===== src/hdl/esc_pkg.sv =====
package esc_pkg;

    localparam logic [31:0] TAG_FILE_HDR  = 32'hCBDFCBDF;
    localparam logic [31:0] TAG_EVENT_HDR = 32'hCBEDCBED;
    localparam logic [31:0] TAG_EVENT_TRL = 32'hDEBCDEBC;
    localparam logic [31:0] TAG_FILE_TRL  = 32'hFDBCFDBC;

    localparam logic [31:0] CRC_POLY = 32'hEDB88320;

    // Result kinds.
    localparam logic [2:0] KIND_FILE_OK  = 3'd0;
    localparam logic [2:0] KIND_BANK     = 3'd1;
    localparam logic [2:0] KIND_EVENT_OK = 3'd2;
    localparam logic [2:0] KIND_EOF      = 3'd3;
    localparam logic [2:0] KIND_ERROR    = 3'd4;

    // Error codes.
    localparam logic [2:0] ERR_FILE_HDR  = 3'd0;
    localparam logic [2:0] ERR_EVENT_HDR = 3'd1;
    localparam logic [2:0] ERR_MISMATCH  = 3'd2;
    localparam logic [2:0] ERR_CRC       = 3'd3;
    localparam logic [2:0] ERR_BANK      = 3'd4;
    localparam logic [2:0] ERR_END       = 3'd5;

    // Section header lengths and field positions.
    localparam logic [63:0] FILE_HDR_LAST  = 64'd59;
    localparam logic [63:0] EVENT_HDR_LAST = 64'd31;
    localparam logic [63:0] EVENT_TRL_LAST = 64'd19;
    localparam logic [63:0] FILE_TRL_LAST  = 64'd27;
    localparam logic [4:0]  BANK_HDR_LAST  = 5'd19;

    localparam int QDEPTH = 4;
    localparam int QPTR_W = $clog2(QDEPTH);
    localparam int QCNT_W = $clog2(QDEPTH + 1);

    typedef enum logic [2:0] {
        SEC_FILE_HDR,
        SEC_EV_HDR,
        SEC_PAYLOAD,
        SEC_EV_TRL,
        SEC_FILE_TRL,
        SEC_DONE
    } section_t;

    typedef enum logic [2:0] {
        OP_PAYLOAD,
        OP_EV_START,
        OP_FILE_HDR,
        OP_EV_HDR_BAD,
        OP_EV_TRL,
        OP_FILE_TRL,
        OP_END
    } op_kind_t;

    // One classified request handed from the front to the back.
    typedef struct packed {
        op_kind_t    op;
        logic        ok;
        logic [7:0]  data;
        logic [63:0] value;
        logic [63:0] event_number;
        logic [63:0] user_flags;
        logic [63:0] payload_size;
    } esc_op_t;

    function automatic logic [31:0] set_lane32(logic [31:0] r, logic [1:0] lane,
                                               logic [7:0] b);
        logic [31:0] res;
        res = r;
        for (int i = 0; i < 4; i++)
        begin
            if (lane == i[1:0])
            begin
                res[i*8 +: 8] = b;
            end
        end
        return res;
    endfunction

    function automatic logic [63:0] set_lane64(logic [63:0] r, logic [2:0] lane,
                                               logic [7:0] b);
        logic [63:0] res;
        res = r;
        for (int i = 0; i < 8; i++)
        begin
            if (lane == i[2:0])
            begin
                res[i*8 +: 8] = b;
            end
        end
        return res;
    endfunction

endpackage


===== src/hdl/esc_if.sv =====


interface esc_out_if;
    logic        valid;
    logic        ready;
    logic [2:0]  kind;
    logic [2:0]  error_code;
    logic [63:0] event_number;
    logic [63:0] user_flags;
    logic [63:0] length_bytes;
    logic [15:0] bank_flags;
    logic [63:0] bank_offset;
    logic [63:0] name_low;
    logic [31:0] name_high;
    logic [31:0] checksum;

    modport source (output valid, kind, error_code, event_number, user_flags,
                    length_bytes, bank_flags, bank_offset, name_low, name_high,
                    checksum, input ready);
    modport sink (input valid, kind, error_code, event_number, user_flags,
                  length_bytes, bank_flags, bank_offset, name_low, name_high,
                  checksum, output ready);
endinterface


===== src/hdl/esc_back.sv =====
module esc_back
    import esc_pkg::*;
(
    input  logic      clk,
    input  logic      rst_n,
    input  logic      head_valid,
    input  esc_op_t   head_data,
    output logic      pop,
    esc_out_if.source results
);

    logic [31:0] crc_reg, crc_next;
    logic        in_hdr_reg, in_hdr_next;
    logic [4:0]  bcount_reg, bcount_next;
    logic [31:0] brem_reg, brem_next;
    logic [15:0] bflags_reg, bflags_next;
    logic [7:0]  name_reg [12];

    logic        ovalid_reg, ovalid_next;
    logic [2:0]  kind_reg, kind_next;
    logic [2:0]  err_reg, err_next;
    logic [63:0] evnum_reg, evnum_next;
    logic [63:0] uflags_reg, uflags_next;
    logic [63:0] len_reg, len_next;
    logic [15:0] oflags_reg, oflags_next;
    logic [63:0] off_reg, off_next;
    logic [63:0] nlo_reg, nlo_next;
    logic [31:0] nhi_reg, nhi_next;
    logic [31:0] csum_reg, csum_next;

    logic        name_we;
    logic [31:0] crc_byte;
    logic [31:0] crc_final;

    function automatic logic [31:0] crc_step(logic [31:0] c, logic [7:0] d);
        logic [31:0] r;
        r = c ^ {24'd0, d};
        for (int k = 0; k < 8; k++)
        begin
            r = r[0] ? ((r >> 1) ^ CRC_POLY) : (r >> 1);
        end
        return r;
    endfunction

    assign pop       = head_valid && (!ovalid_reg || results.ready);
    assign crc_byte  = crc_step(crc_reg, head_data.data);
    assign crc_final = ~crc_reg;

    always_comb
    begin
        crc_next    = crc_reg;
        in_hdr_next = in_hdr_reg;
        bcount_next = bcount_reg;
        brem_next   = brem_reg;
        bflags_next = bflags_reg;
        name_we     = 1'b0;
        ovalid_next = ovalid_reg && !results.ready;
        kind_next   = kind_reg;
        err_next    = err_reg;
        evnum_next  = evnum_reg;
        uflags_next = uflags_reg;
        len_next    = len_reg;
        oflags_next = oflags_reg;
        off_next    = off_reg;
        nlo_next    = nlo_reg;
        nhi_next    = nhi_reg;
        csum_next   = csum_reg;

        if (pop)
        begin
            // Fields common to every result.
            kind_next   = KIND_ERROR;
            err_next    = ERR_FILE_HDR;
            evnum_next  = head_data.event_number;
            uflags_next = head_data.user_flags;
            len_next    = head_data.payload_size;
            oflags_next = '0;
            off_next    = '0;
            nlo_next    = '0;
            nhi_next    = '0;
            csum_next   = '0;
            ovalid_next = 1'b1;
            case (head_data.op)
                OP_PAYLOAD:
                begin
                    ovalid_next = 1'b0;
                    crc_next = crc_byte;
                    if (!in_hdr_reg)
                    begin
                        brem_next = brem_reg - 32'd1;
                        if (brem_reg == 32'd1)
                        begin
                            in_hdr_next = 1'b1;
                        end
                    end
                    else
                    begin
                        if (bcount_reg < 5'd12)
                        begin
                            name_we = 1'b1;
                        end
                        else if (bcount_reg < 5'd14)
                        begin
                            bflags_next = bcount_reg[0]
                                ? {head_data.data, bflags_reg[7:0]}
                                : {bflags_reg[15:8], head_data.data};
                        end
                        else if (bcount_reg >= 5'd16)
                        begin
                            brem_next = set_lane32(brem_reg, bcount_reg[1:0],
                                                   head_data.data);
                        end
                        bcount_next = bcount_reg + 5'd1;
                        if (bcount_reg == BANK_HDR_LAST)
                        begin
                            bcount_next = '0;
                            in_hdr_next = brem_next == 32'd0;
                            ovalid_next = 1'b1;
                            kind_next   = KIND_BANK;
                            len_next    = {32'd0, brem_next};
                            oflags_next = bflags_reg;
                            off_next    = head_data.value;
                            nlo_next    = {name_reg[7], name_reg[6], name_reg[5],
                                           name_reg[4], name_reg[3], name_reg[2],
                                           name_reg[1], name_reg[0]};
                            nhi_next    = {name_reg[11], name_reg[10], name_reg[9],
                                           name_reg[8]};
                        end
                    end
                end
                OP_EV_START:
                begin
                    ovalid_next = 1'b0;
                    crc_next    = '1;
                    in_hdr_next = 1'b1;
                    bcount_next = '0;
                    brem_next   = '0;
                end
                OP_FILE_HDR:
                begin
                    kind_next = head_data.ok ? KIND_FILE_OK : KIND_ERROR;
                end
                OP_EV_HDR_BAD:
                begin
                    err_next = ERR_EVENT_HDR;
                end
                OP_EV_TRL:
                begin
                    csum_next = crc_final;
                    if (!head_data.ok)
                    begin
                        err_next = ERR_MISMATCH;
                    end
                    else if (crc_final != head_data.value[31:0])
                    begin
                        err_next = ERR_CRC;
                    end
                    else if (!in_hdr_reg || bcount_reg != 5'd0)
                    begin
                        err_next = ERR_BANK;
                    end
                    else
                    begin
                        kind_next = KIND_EVENT_OK;
                    end
                end
                OP_FILE_TRL:
                begin
                    if (head_data.ok)
                    begin
                        kind_next = KIND_EOF;
                    end
                    else
                    begin
                        err_next = ERR_END;
                    end
                end
                OP_END:
                begin
                    err_next = ERR_END;
                end
                default:
                begin
                    ovalid_next = 1'b0;
                end
            endcase
            if (kind_next != KIND_ERROR)
            begin
                err_next = ERR_FILE_HDR;
            end
        end
    end

    always_ff @(posedge clk)
    begin
        if (name_we)
        begin
            name_reg[bcount_reg[3:0]] <= head_data.data;
        end
        kind_reg   <= kind_next;
        err_reg    <= err_next;
        evnum_reg  <= evnum_next;
        uflags_reg <= uflags_next;
        len_reg    <= len_next;
        oflags_reg <= oflags_next;
        off_reg    <= off_next;
        nlo_reg    <= nlo_next;
        nhi_reg    <= nhi_next;
        csum_reg   <= csum_next;
    end

    always_ff @(posedge clk or negedge rst_n)
    begin
        if (!rst_n)
        begin
            crc_reg    <= '1;
            in_hdr_reg <= 1'b1;
            bcount_reg <= '0;
            brem_reg   <= '0;
            bflags_reg <= '0;
            ovalid_reg <= 1'b0;
        end
        else
        begin
            crc_reg    <= crc_next;
            in_hdr_reg <= in_hdr_next;
            bcount_reg <= bcount_next;
            brem_reg   <= brem_next;
            bflags_reg <= bflags_next;
            ovalid_reg <= ovalid_next;
        end
    end

    assign results.valid        = ovalid_reg;
    assign results.kind         = kind_reg;
    assign results.error_code   = err_reg;
    assign results.event_number = evnum_reg;
    assign results.user_flags   = uflags_reg;
    assign results.length_bytes = len_reg;
    assign results.bank_flags   = oflags_reg;
    assign results.bank_offset  = off_reg;
    assign results.name_low     = nlo_reg;
    assign results.name_high    = nhi_reg;
    assign results.checksum     = csum_reg;

    a_bcount_range: assert property (@(posedge clk) disable iff (!rst_n)
        bcount_reg <= BANK_HDR_LAST)
        else $error("bank header index out of range");

    a_data_nonzero: assert property (@(posedge clk) disable iff (!rst_n)
        !in_hdr_reg |-> brem_reg != 32'd0)
        else $error("bank data phase with nothing left");

    a_data_idx: assert property (@(posedge clk) disable iff (!rst_n)
        !in_hdr_reg |-> bcount_reg == 5'd0)
        else $error("bank header index moved during bank data");

endmodule


===== src/flat_wrapper.sv =====
// flat-port wrapper written by rule: the top's interface ports become plain ports
module esc_back_flat import esc_pkg::*;
  (clk, rst_n, head_valid, head_data, pop, results_valid, results_kind, results_error_code, results_event_number, results_user_flags, results_length_bytes, results_bank_flags, results_bank_offset, results_name_low, results_name_high, results_checksum, results_ready);
  esc_out_if results_i ();
  input  logic clk;
  input  logic rst_n;
  input  logic head_valid;
  input  esc_op_t head_data;
  output logic pop;
  output wire logic [$bits(results_i.valid)-1:0] results_valid;
  output wire logic [$bits(results_i.kind)-1:0] results_kind;
  output wire logic [$bits(results_i.error_code)-1:0] results_error_code;
  output wire logic [$bits(results_i.event_number)-1:0] results_event_number;
  output wire logic [$bits(results_i.user_flags)-1:0] results_user_flags;
  output wire logic [$bits(results_i.length_bytes)-1:0] results_length_bytes;
  output wire logic [$bits(results_i.bank_flags)-1:0] results_bank_flags;
  output wire logic [$bits(results_i.bank_offset)-1:0] results_bank_offset;
  output wire logic [$bits(results_i.name_low)-1:0] results_name_low;
  output wire logic [$bits(results_i.name_high)-1:0] results_name_high;
  output wire logic [$bits(results_i.checksum)-1:0] results_checksum;
  input wire logic [$bits(results_i.ready)-1:0] results_ready;
  assign results_valid = results_i.valid;
  assign results_kind = results_i.kind;
  assign results_error_code = results_i.error_code;
  assign results_event_number = results_i.event_number;
  assign results_user_flags = results_i.user_flags;
  assign results_length_bytes = results_i.length_bytes;
  assign results_bank_flags = results_i.bank_flags;
  assign results_bank_offset = results_i.bank_offset;
  assign results_name_low = results_i.name_low;
  assign results_name_high = results_i.name_high;
  assign results_checksum = results_i.checksum;
  assign results_i.ready = results_ready;
  esc_back u_core (.clk(clk), .rst_n(rst_n), .head_valid(head_valid), .head_data(head_data), .pop(pop), .results(results_i));
endmodule

===== config.mk =====
export PLATFORM = sky130hd
export DESIGN_NAME = esc_back_flat
export DESIGN_NICKNAME = d
export VERILOG_FILES = /design/src/hdl/esc_pkg.sv /design/src/hdl/esc_if.sv /design/src/hdl/esc_back.sv /design/src/flat_wrapper.sv
export SDC_FILE = /design/constraint.sdc
export NUM_CORES = 1
export LEC_CHECK = 0
export ABC_AREA = 1
export BUFFER_PORTS_ARGS = -buffer_cell sky130_fd_sc_hd__buf_2
export CELL_PAD_IN_SITES_DETAIL_PLACEMENT = 2
export CELL_PAD_IN_SITES_GLOBAL_PLACEMENT = 2
export CORE_AREA = 2 2 266 268
export CTS_BUF_LIST = sky130_fd_sc_hd__clkbuf_2 sky130_fd_sc_hd__clkbuf_4 sky130_fd_sc_hd__clkbuf_8
export CTS_CLUSTER_DIAMETER = 30
export DETAILED_ROUTE_END_ITERATION = 8
export DIE_AREA = 0 0 268 270
export PLACE_DENSITY = 0.91
export SYNTH_ARGS = -nofsm -noshare
export SYNTH_HDL_FRONTEND = slang
export SYNTH_SLANG_ARGS = --single-unit

===== constraint.sdc =====
create_clock -name clk -period 19.1 [get_ports clk]
set_input_delay 1.91 -clock clk [delete_from_list [all_inputs] [get_ports clk]]
set_output_delay 1.91 -clock clk [all_outputs]
set_load 0.02 [all_outputs]

==> results of run 1 <==
synth_stat cells:
| library cell | n |
|---|---|
| nor2_4 | 2 |
| nand3b_1 | 4 |
| nand2_1 | 351 |
| nor2_2 | 4 |
| a21boi_1 | 2 |
| or2_2 | 5 |
| xnor2_2 | 4 |
| nor3_1 | 14 |
| o21ai_0 | 102 |
| clkbuf_1 | 21 |
| buf_4 | 4 |
| buf_2 | 30 |
| inv_2 | 10 |
| nor3_2 | 1 |
| xor2_2 | 2 |
| nor4_4 | 1 |
| o211ai_1 | 4 |
| o22ai_1 | 8 |
| a21oi_1 | 40 |
| nand4_1 | 16 |
| xor2_1 | 51 |
| dfstp_2 | 33 |
| nand2_4 | 1 |
| nor2_1 | 343 |
| xnor2_1 | 7 |
| edfxtp_1 | 502 |
| nand3_1 | 78 |
| ha_1 | 6 |
| dfrtp_1 | 54 |
| o21ai_1 | 44 |
| a2bb2oi_1 | 1 |
| a21oi_4 | 1 |
| buf_1 | 5 |
| a32oi_1 | 3 |
| nand2_2 | 9 |
| a31oi_1 | 2 |
| clkinv_1 | 1 |
| inv_1 | 323 |
how the worst max path moves through the flow:
stage	from	endpoint	depth (start not counted)
floorplan	results_ready	u_core.bflags_reg[5]	8
global placement	results_ready	u_core.name_reg[3][0]	12
detailed placement	results_ready	u_core.name_reg[4][3]	12
CTS	results_ready	u_core.name_reg[3][1]	12
global route	results_ready	u_core.name_reg[3][1]	12
finish	results_ready	u_core.name_reg[3][1]	12
power breakdown:
part / internal (mW) / switching [mW]
combinational: 0.274 / 0.835
clock: 1.09 / 0.722
sequential: 1.56 / 0.157
total: 2.92 / 1.71
area by class of cell:
cell class	instances	area, um^2	area share, %
inverter	334	1270	4.00
sequential	589	17300	54.5
tap	940	1180	3.70
clock buffer	179	2310	7.29
clock inverter	83	975	3.07
antenna	35	87.6	0.276
timing repair buffer	691	3490	11.0
multi-input combinational	1106	5150	16.2
kinds of logic (layout without fill, tap and decap cells):
family | after synthesis | count (layout) | synth area share, %
compound gates | 207 | 207 | 4.55
buf+inv | 394 | 1287 | 6.39
flops | 589 | 589 | 72.1
other cells | 0 | 35 | 0
fa+ha+maj | 6 | 6 | 0.313
simple gates | 829 | 829 | 14.1
xor+xnor | 64 | 64 | 2.53
worst max-delay path: cells and delay by family:
| family | cells | cell delay [ns] |
|---|---|---|
| buffers and inverters | 5 | 1.65 |
| and+or+nand+nor | 7 | 2.76 |
per-layer routing:
| metal | vias to the layer above | track usage [%] | share of wire [%] |
|---|---|---|---|
| li1 | 8494 | - | - |
| met1 | 10700 | 38.2 | 34 |
| met2 | 1254 | 60.4 | 48 |
| met3 | 460 | 14.5 | 10 |
| met4 | 30 | 25.5 | 7.3 |
| met5 | - | 0 | 0.14 |
==> impl_metrics.json, run 1 <==
{
  "worstPathArrival_ns": 6.41,
  "cts_buffers": 142,
  "path_clk_slew_ns": 0.05,
  "vias": 21000,
  "cts-root-buf": "clkbuf_8",
  "antenna_found_initial": 61,
  "drc": 0,
  "ys_seq_elements": 589,
  "clock_sinks": 589,
  "viasPerCell": 5.30,
  "p_total_mw": 4.63,
  "endpoint_kind": "flop",
  "dp.cells": 3660,
  "area_delta_synth_final_pct": 32.5,
  "final_common_cell": "buf_2",
  "holdPathEnd": "u_core.results.valid",
  "synthesis.area_um2": 24000,
  "max_cap_viol_count": 0,
  "reg2reg_depth": 10,
  "most-common-layout-cells": "678 x buf_2, 502 x edfxtp_1, 351 x nand2_1",
  "floorplan.die_area_um2": 72400,
  "clk_path_buf_depth": 3,
  "firstDrtPassIters": 6,
  "syn_avg_cell_area_um2": 11.5,
  "worstPathCellList": "buf_2 -> inv_1 -> nand2_1 -> nand2_1 -> nor3_4 -> buf_4 -> inv_2 -> nor2_4 -> inv_2 -> nor4_4 -> nand2_1 -> nor2_1",
  "max_stage_delay_ns": 0.79,
  "p_leak_nw": 14.4,
  "layout.cells.non_filler": 3957,
  "rrSetupSlack_ns": 13.90,
  "fin_nets": 3142,
  "gp_congestion": 1.08,
  "synth_nets": 2367,
  "worst_ep_required_time_ns": 19.47,
  "grt_max_degree": 170,
  "coreArea_um2": 69500,
  "final_area_um2": 31800,
  "vdd_drop_max_mv": 0.0618,
  "hold_viol_final": 0,
  "synth_seq_area_share_pct": 72.1,
  "fin_ws_ns": 13.06,
  "fin_setup_tns_ns": 0,
  "grt_overflow": 0,
  "drt_iter0_drc": 1995,
  "cp_slowest_cell": "nor2_1",
  "die_h_um": 270,
  "grt_first_pass_wirelength_um": 184000,
  "tritoncts": "yes",
  "hold_path_class": "flop to flop",
  "rsz0062_at_grt": "no",
  "io_pins": 680,
  "final_antenna_net_count": 0,
  "rr_startpoint": "u_core.results.valid",
  "finalClockSkew_ns": 0.0515,
  "wire_per_inst_um": 34.1,
  "fmax_mhz": 166,
  "critPathKind": "input port to flop",
  "fin_hold_ws_ns": 0.527,
  "clk-insertion-delay-late_ns": 0.81,
  "die_w_um": 268,
  "wl_um": 135000,
  "synth_area_leaders": "edfxtp_1 63%, dfrtp_1 5.6%, nand2_1 5.5%",
  "drv_slew": 0,
  "power_density_nw_per_um2": 146,
  "grtUsageTotal_pct": 36.7,
  "largest_reg_flops": 96,
  "htreeDepth": 4,
  "tightest_slew_ns": 1.29,
  "report.final.setup_viol": 0,
  "cts_setup_buffers": 0,
  "placed_cell_area_um2": 28400,
  "cp_common_cell": "nand2_1",
  "cp-start-kind": "input port",
  "synth_top_area_share_pct": 62.9,
  "dp_slack_ns": 12.51,
  "cts_resized": 0,
  "fin_crit_ns": 6.04,
  "hold_path_depth": 2,
  "drive_above_1_share_pct": 33.8,
  "io_buffer_count": 679,
  "fillers": 7143,
  "min_from": "u_core.results.valid",
  "synth_top_area_cell": "edfxtp_1",
  "rows": 97,
  "post-route-period-util_pct": 31.6,
  "finish.utilization_pct": 45.7,
  "path_max_fanout": 56,
  "yosysUniqueCellTypes": 38,
  "yosysWarnings": 0,
  "r2r-end": "u_core.name_reg[3][1]",
  "hpwl_um": 92000,
  "grt_pass1_vias": 23100,
  "ctsHoldBuffers": 0,
  "synth_cells": 2089,
  "relSlewSlack_pct": 13.9,
  "start_util_pct": 34.5,
  "status": "completed"
}
Note: power is estimated with default switching activity, not from simulation.
==> inputs of run 2 (changes only) <==
- CORE_AREA: 2 2 266 268 -> not set
- CORE_MARGIN: not set -> 2
- CORE_UTILIZATION: not set -> 31
- DIE_AREA: 0 0 268 270 -> not set
- PLACE_DENSITY: 0.91 -> 0.87
- clock period: 19.1 -> 4.9 ns (I/O delays scaled with it)
==> impl_metrics.json, run 2 (synthesized netlist as in run 1, its figures left out) <==
{
  "tritoncts": "yes",
  "wire_per_inst_um": 33.0,
  "coreArea_um2": 76200,
  "drc": 0,
  "fin_nets": 3362,
  "power_density_nw_per_um2": 526,
  "cts-root-buf": "clkbuf_8",
  "clk_path_buf_depth": 3,
  "rr_startpoint": "u_core.results.valid",
  "path_clk_slew_ns": 0.07,
  "final_antenna_net_count": 0,
  "rrSetupSlack_ns": 1.57,
  "grt_max_degree": 167,
  "drv_slew": 0,
  "grt_pass1_vias": 24000,
  "endpoint_kind": "flop",
  "start_util_pct": 31.5,
  "final_common_cell": "buf_2",
  "io_pins": 680,
  "fmax_mhz": 301,
  "rsz0062_at_grt": "no",
  "largest_reg_flops": 96,
  "layout.cells.non_filler": 4257,
  "max_cap_viol_count": 0,
  "floorplan.die_area_um2": 79600,
  "most-common-layout-cells": "678 x buf_2, 502 x edfxtp_1, 349 x nand2_1",
  "finalClockSkew_ns": 0.0884,
  "r2r-end": "u_core.name_reg[6][1]",
  "clk-insertion-delay-late_ns": 0.84,
  "crit_start": "u_core.results.valid",
  "fillers": 7896,
  "clock_sinks": 589,
  "p_total_mw": 17.8,
  "fin_crit_ns": 3.33,
  "drive_above_1_share_pct": 31.7,
  "multi_input_area_um2": 5170,
  "die_w_um": 282,
  "hold_viol_final": 0,
  "grt_first_pass_wirelength_um": 191000,
  "p_leak_nw": 15.3,
  "wl_um": 140000,
  "cts_buffers": 148,
  "firstDrtPassIters": 5,
  "post-route-period-util_pct": 67.9,
  "viasPerCell": 5.12,
  "cp-endpoint": "u_core.name_reg[6][1]",
  "hold_path_class": "input port to flop",
  "path_max_fanout": 35,
  "die_h_um": 282,
  "status": "completed",
  "io_buffer_count": 679,
  "relSlewSlack_pct": 15.0,
  "cts_setup_buffers": 0,
  "antenna_found_initial": 46,
  "htreeDepth": 4,
  "area_delta_synth_final_pct": 41.4,
  "drt_iter0_drc": 1850,
  "cp-start-kind": "flop",
  "grt_overflow": 0,
  "worstPathArrival_ns": 3.76,
  "ff_latch_area_um2": 17300,
  "reg2reg_depth": 10,
  "critPathKind": "flop to flop",
  "tightest_slew_ns": 1.28,
  "vdd_drop_max_mv": 0.173,
  "grtUsageTotal_pct": 34.5,
  "dp.cells": 3754,
  "vias": 21800,
  "rows": 101,
  "hpwl_um": 85500,
  "worst_ep_required_time_ns": 5.33,
  "gp_congestion": 0.892,
  "report.final.setup_viol": 0
}
-- run 2: changes by cell type in the layout (fill, tap and decap cells not counted), sizes merged --
| cell | before | now |
|---|---|---|
| clkbuf | 179 | 187 |
| clkinvlp | 8 | 9 |
| dlygate4sd3 | 0 | 210 |
| buf | 691 | 695 |
| bufinv | 21 | 10 |
| inv | 338 | 343 |
| diode | 35 | 23 |
| clkinv | 50 | 55 |
-- run 2: what timing repair did --
item / CTS / global route
endpoints found under the hold margin: 229 / 0
endpoints found under the setup margin: 0 / 0
gates resized for setup: 0 / 0
hold buffers: 210 / 0
-- run 2: area by class of cell --
cell class / count / share of cell area [%]
antenna: 23 / 0.170
clock buffer: 187 / 7.00
clock inverter: 83 / 2.34
inverter: 334 / 3.77
multi-input combinational: 1106 / 15.2
sequential: 589 / 51.0
tap: 1030 / 3.80
timing repair buffer: 905 / 16.7
-- run 2: worst min path at each step --
stage                     cells after the start            startpoint  slack (ns)                              to
after floorplan                               0                 rst_n        0.19            u_core.bcount_reg[0]
after global placement                        2  u_core.bflags_reg[9]        0.47            u_core.bflags_reg[9]
after detailed placement                      2  u_core.bflags_reg[9]        0.50            u_core.bflags_reg[9]
after CTS                                     3        head_data[219]       0.003  u_core.results.bank_offset[27]
after global routing                          3        head_data[253]        0.03  u_core.results.bank_offset[61]
final                                         3        head_data[237]        0.04  u_core.results.bank_offset[45]
-- run 2: report_power, final --
part           switching [mW]  total, mW  internal (mW)  leakage [nW]
combinational            3.13       4.33           1.20          7.71
sequential              0.567       6.64           6.07          5.93
clock                    3.08       6.87           3.79          1.64
total                    6.78       17.8           11.1          15.3
-- run 2: stage by stage --
step,instance area [um^2],setup TNS [ns],worst slack (ns),util [%],hold slack (ns)
6_report,33900,0,1.57,44.5,0.0377
5_1_grt,33900,0,1.50,44.5,0.0288
4_1_cts,33800,0,1.65,44.4,0.00311
3_5_place_dp,28600,0,1.44,37.5,0.495
3_3_place_gp,28600,0,1.76,37.5,0.473
2_1_floorplan,24000,-978.03,-2.73,-,0.194
-- run 2: worst max-delay path, stage by stage (launching register included) --
cell and delay (ns):
dfrtp_1 0.41, nand2_4 0.10, nand2_4 0.12, nor3_4 0.17, inv_2 0.21, nor2_4 0.16
inv_2 0.04, buf_4 0.28, nor4_4 0.28, nand2_1 0.23, nor2_1 0.94
-- run 2: routing by layer --
metal  wire length (um)  global-route usage (%)
met3              11600                    11.3
met1              48800                    36.1
met5                240                   0.611
met4              10900                    24.4
met2              68900                    58.4
==> inputs of run 3 (changes only) <==
- clock period: 4.9 -> 2.7 ns (I/O delays scaled with it)
==> impl_metrics.json, run 3 (synthesized netlist as in run 1, its figures left out) <==
{
  "status": "completed",
  "most-common-layout-cells": "678 x buf_2, 502 x edfxtp_1, 347 x nand2_1",
  "coreArea_um2": 76200,
  "p_seq_share_pct": 34.6,
  "wl_um": 154000,
  "tritoncts": "yes",
  "firstDrtPassIters": 5,
  "grt_max_degree": 74,
  "fin_ws_ns": 0.0822,
  "drc": 0,
  "power_frac_comb_pct": 24.8,
  "wire_per_inst_um": 35.2,
  "drive_above_1_share_pct": 32.9,
  "final_antenna_net_count": 0,
  "cts-root-buf": "clkbuf_8",
  "cts_setup_buffers": 0,
  "hpwl_um": 89400,
  "rsz0062_at_grt": "no",
  "antenna_found_initial": 43,
  "io_pins": 680,
  "finish.utilization_pct": 46.4,
  "viasPerCell": 5.24,
  "vias": 22900,
  "clkPwrFrac_pct": 40.6,
  "fin_crit_ns": 2.62,
  "fin_setup_tns_ns": 0,
  "grtUsageMet1_pct": 38.6,
  "p_sw_mw": 13.2,
  "p_leak_nw": 16.0,
  "power_density_nw_per_um2": 988,
  "final_common_cell": "buf_2",
  "clock_sinks": 589,
  "layout.cells.non_filler": 4370,
  "largest_reg_flops": 96,
  "critPathKind": "flop to flop",
  "max_cap_viol_count": 0,
  "start_util_pct": 31.5,
  "rows": 101,
  "grtUsageTotal_pct": 38.0,
  "io_buffer_count": 679,
  "dp_slack_ns": 0.205,
  "cts_buffers": 150,
  "clk_path_buf_depth": 3,
  "fmax_mhz": 382,
  "worst_ep_required_time_ns": 3.24,
  "die_w_um": 282,
  "report.final.setup_viol": 0,
  "drv_slew": 0,
  "cp-start-kind": "flop",
  "hold_viol_final": 0,
  "die_h_um": 282,
  "grt_pass1_vias": 25400,
  "tightest_slew_ns": 0.766,
  "grt_busiest_layer": "met2",
  "clk-insertion-delay-late_ns": 0.84,
  "vdd_drop_max_mv": 0.430,
  "hold_path_class": "input port to flop",
  "floorplan.die_area_um2": 79600,
  "area_delta_synth_final_pct": 47.5,
  "post-route-period-util_pct": 97.0,
  "finalClockSkew_ns": 0.0696,
  "grtUsageMet2_pct": 62.3,
  "path_clk_slew_ns": 0.08,
  "dp.cells": 3808,
  "gp_congestion": 0.836,
  "relSlewSlack_pct": 48.8,
  "fin_nets": 3475,
  "grt_first_pass_wirelength_um": 208000,
  "htreeDepth": 4,
  "internal-power_mw": 21.7,
  "grt_overflow": 0,
  "swShare_pct": 37.8,
  "path_max_fanout": 53,
  "endpoint_kind": "flop",
  "worstPathArrival_ns": 3.16,
  "drt_iter0_drc": 2113,
  "grtUsageMet3_pct": 13.1
}
[run 3: area by class of cell]
cell class | count | area (um^2)
Antenna cell | 21 | 52.6
Fill cell | 7703 | 40800
Sequential cell | 589 | 17300
Tap cell | 1030 | 1290
Multi-Input combinational cell | 1106 | 5170
Inverter | 334 | 1260
Clock buffer | 189 | 2430
Timing Repair Buffer | 1016 | 6740
Clock inverter | 85 | 1120
[run 3: final timing paths]
check,start,slack (ns),cells past startpoint,to
min in group asynchronous,rst_n,0.12,2,u_core.crc_reg[3]
max,u_core.bcount_reg[0],0.08,8,u_core.results.bank_offset[39]
max reg2reg,u_core.bcount_reg[0],0.08,8,u_core.results.bank_offset[39]
min reg2reg,u_core.bflags_reg[8],0.51,2,u_core.bflags_reg[8]
max in group asynchronous,rst_n,2.12,3,u_core.crc_reg[23]
min,head_data[258],0.07,2,u_core.name_reg[5][2]
[run 3: through the flow]
step | instance area, um^2 | hold slack [ns] | power (mW)
6_report | 35400 | 0.0698 | 34.9
5_1_grt | 35300 | 0.0324 | 35.8
4_1_cts | 35300 | 0.00214 | 33.7
3_5_place_dp | 29100 | 0.263 | 19.4
3_3_place_gp | 29100 | 0.252 | 18.9
2_1_floorplan | 24000 | -0.0256 | 16.1
[run 3: metal layers]
metal	part of all wire (%)	vias to the layer above
met3	9.2	643
met1	33	11700
met4	10	28
li1	-	9132
met2	48	1458
met5	0.12	-
[run 3: critical path, cell delays in order (launching register included)]
cell and delay, ns:
dfrtp_1 0.44, ha_1 0.21, nand2_1 0.17, inv_2 0.13
nand2_2 0.13, nor2_4 0.22, inv_8 0.16, buf_12 0.24
nor2_1 0.60
[run 3: what timing repair did]
action	in CTS	in global routing
hold endpoints to repair	352	0
endpoints found under the setup margin	1	11
hold buffers	268	0
resized for setup	0	7
[run 3: power groups by stage]
stage / Sequential, mW / Clock, mW / Combinational, mW
CTS: 11.9 / 13.6 / 8.09
finish: 12.1 / 14.2 / 8.67
detailed placement: 12.0 / 0 / 7.38
global route: 12.1 / 14.6 / 9.10
floorplan: 12.3 / 0 / 3.85
global placement: 11.9 / 0 / 6.95
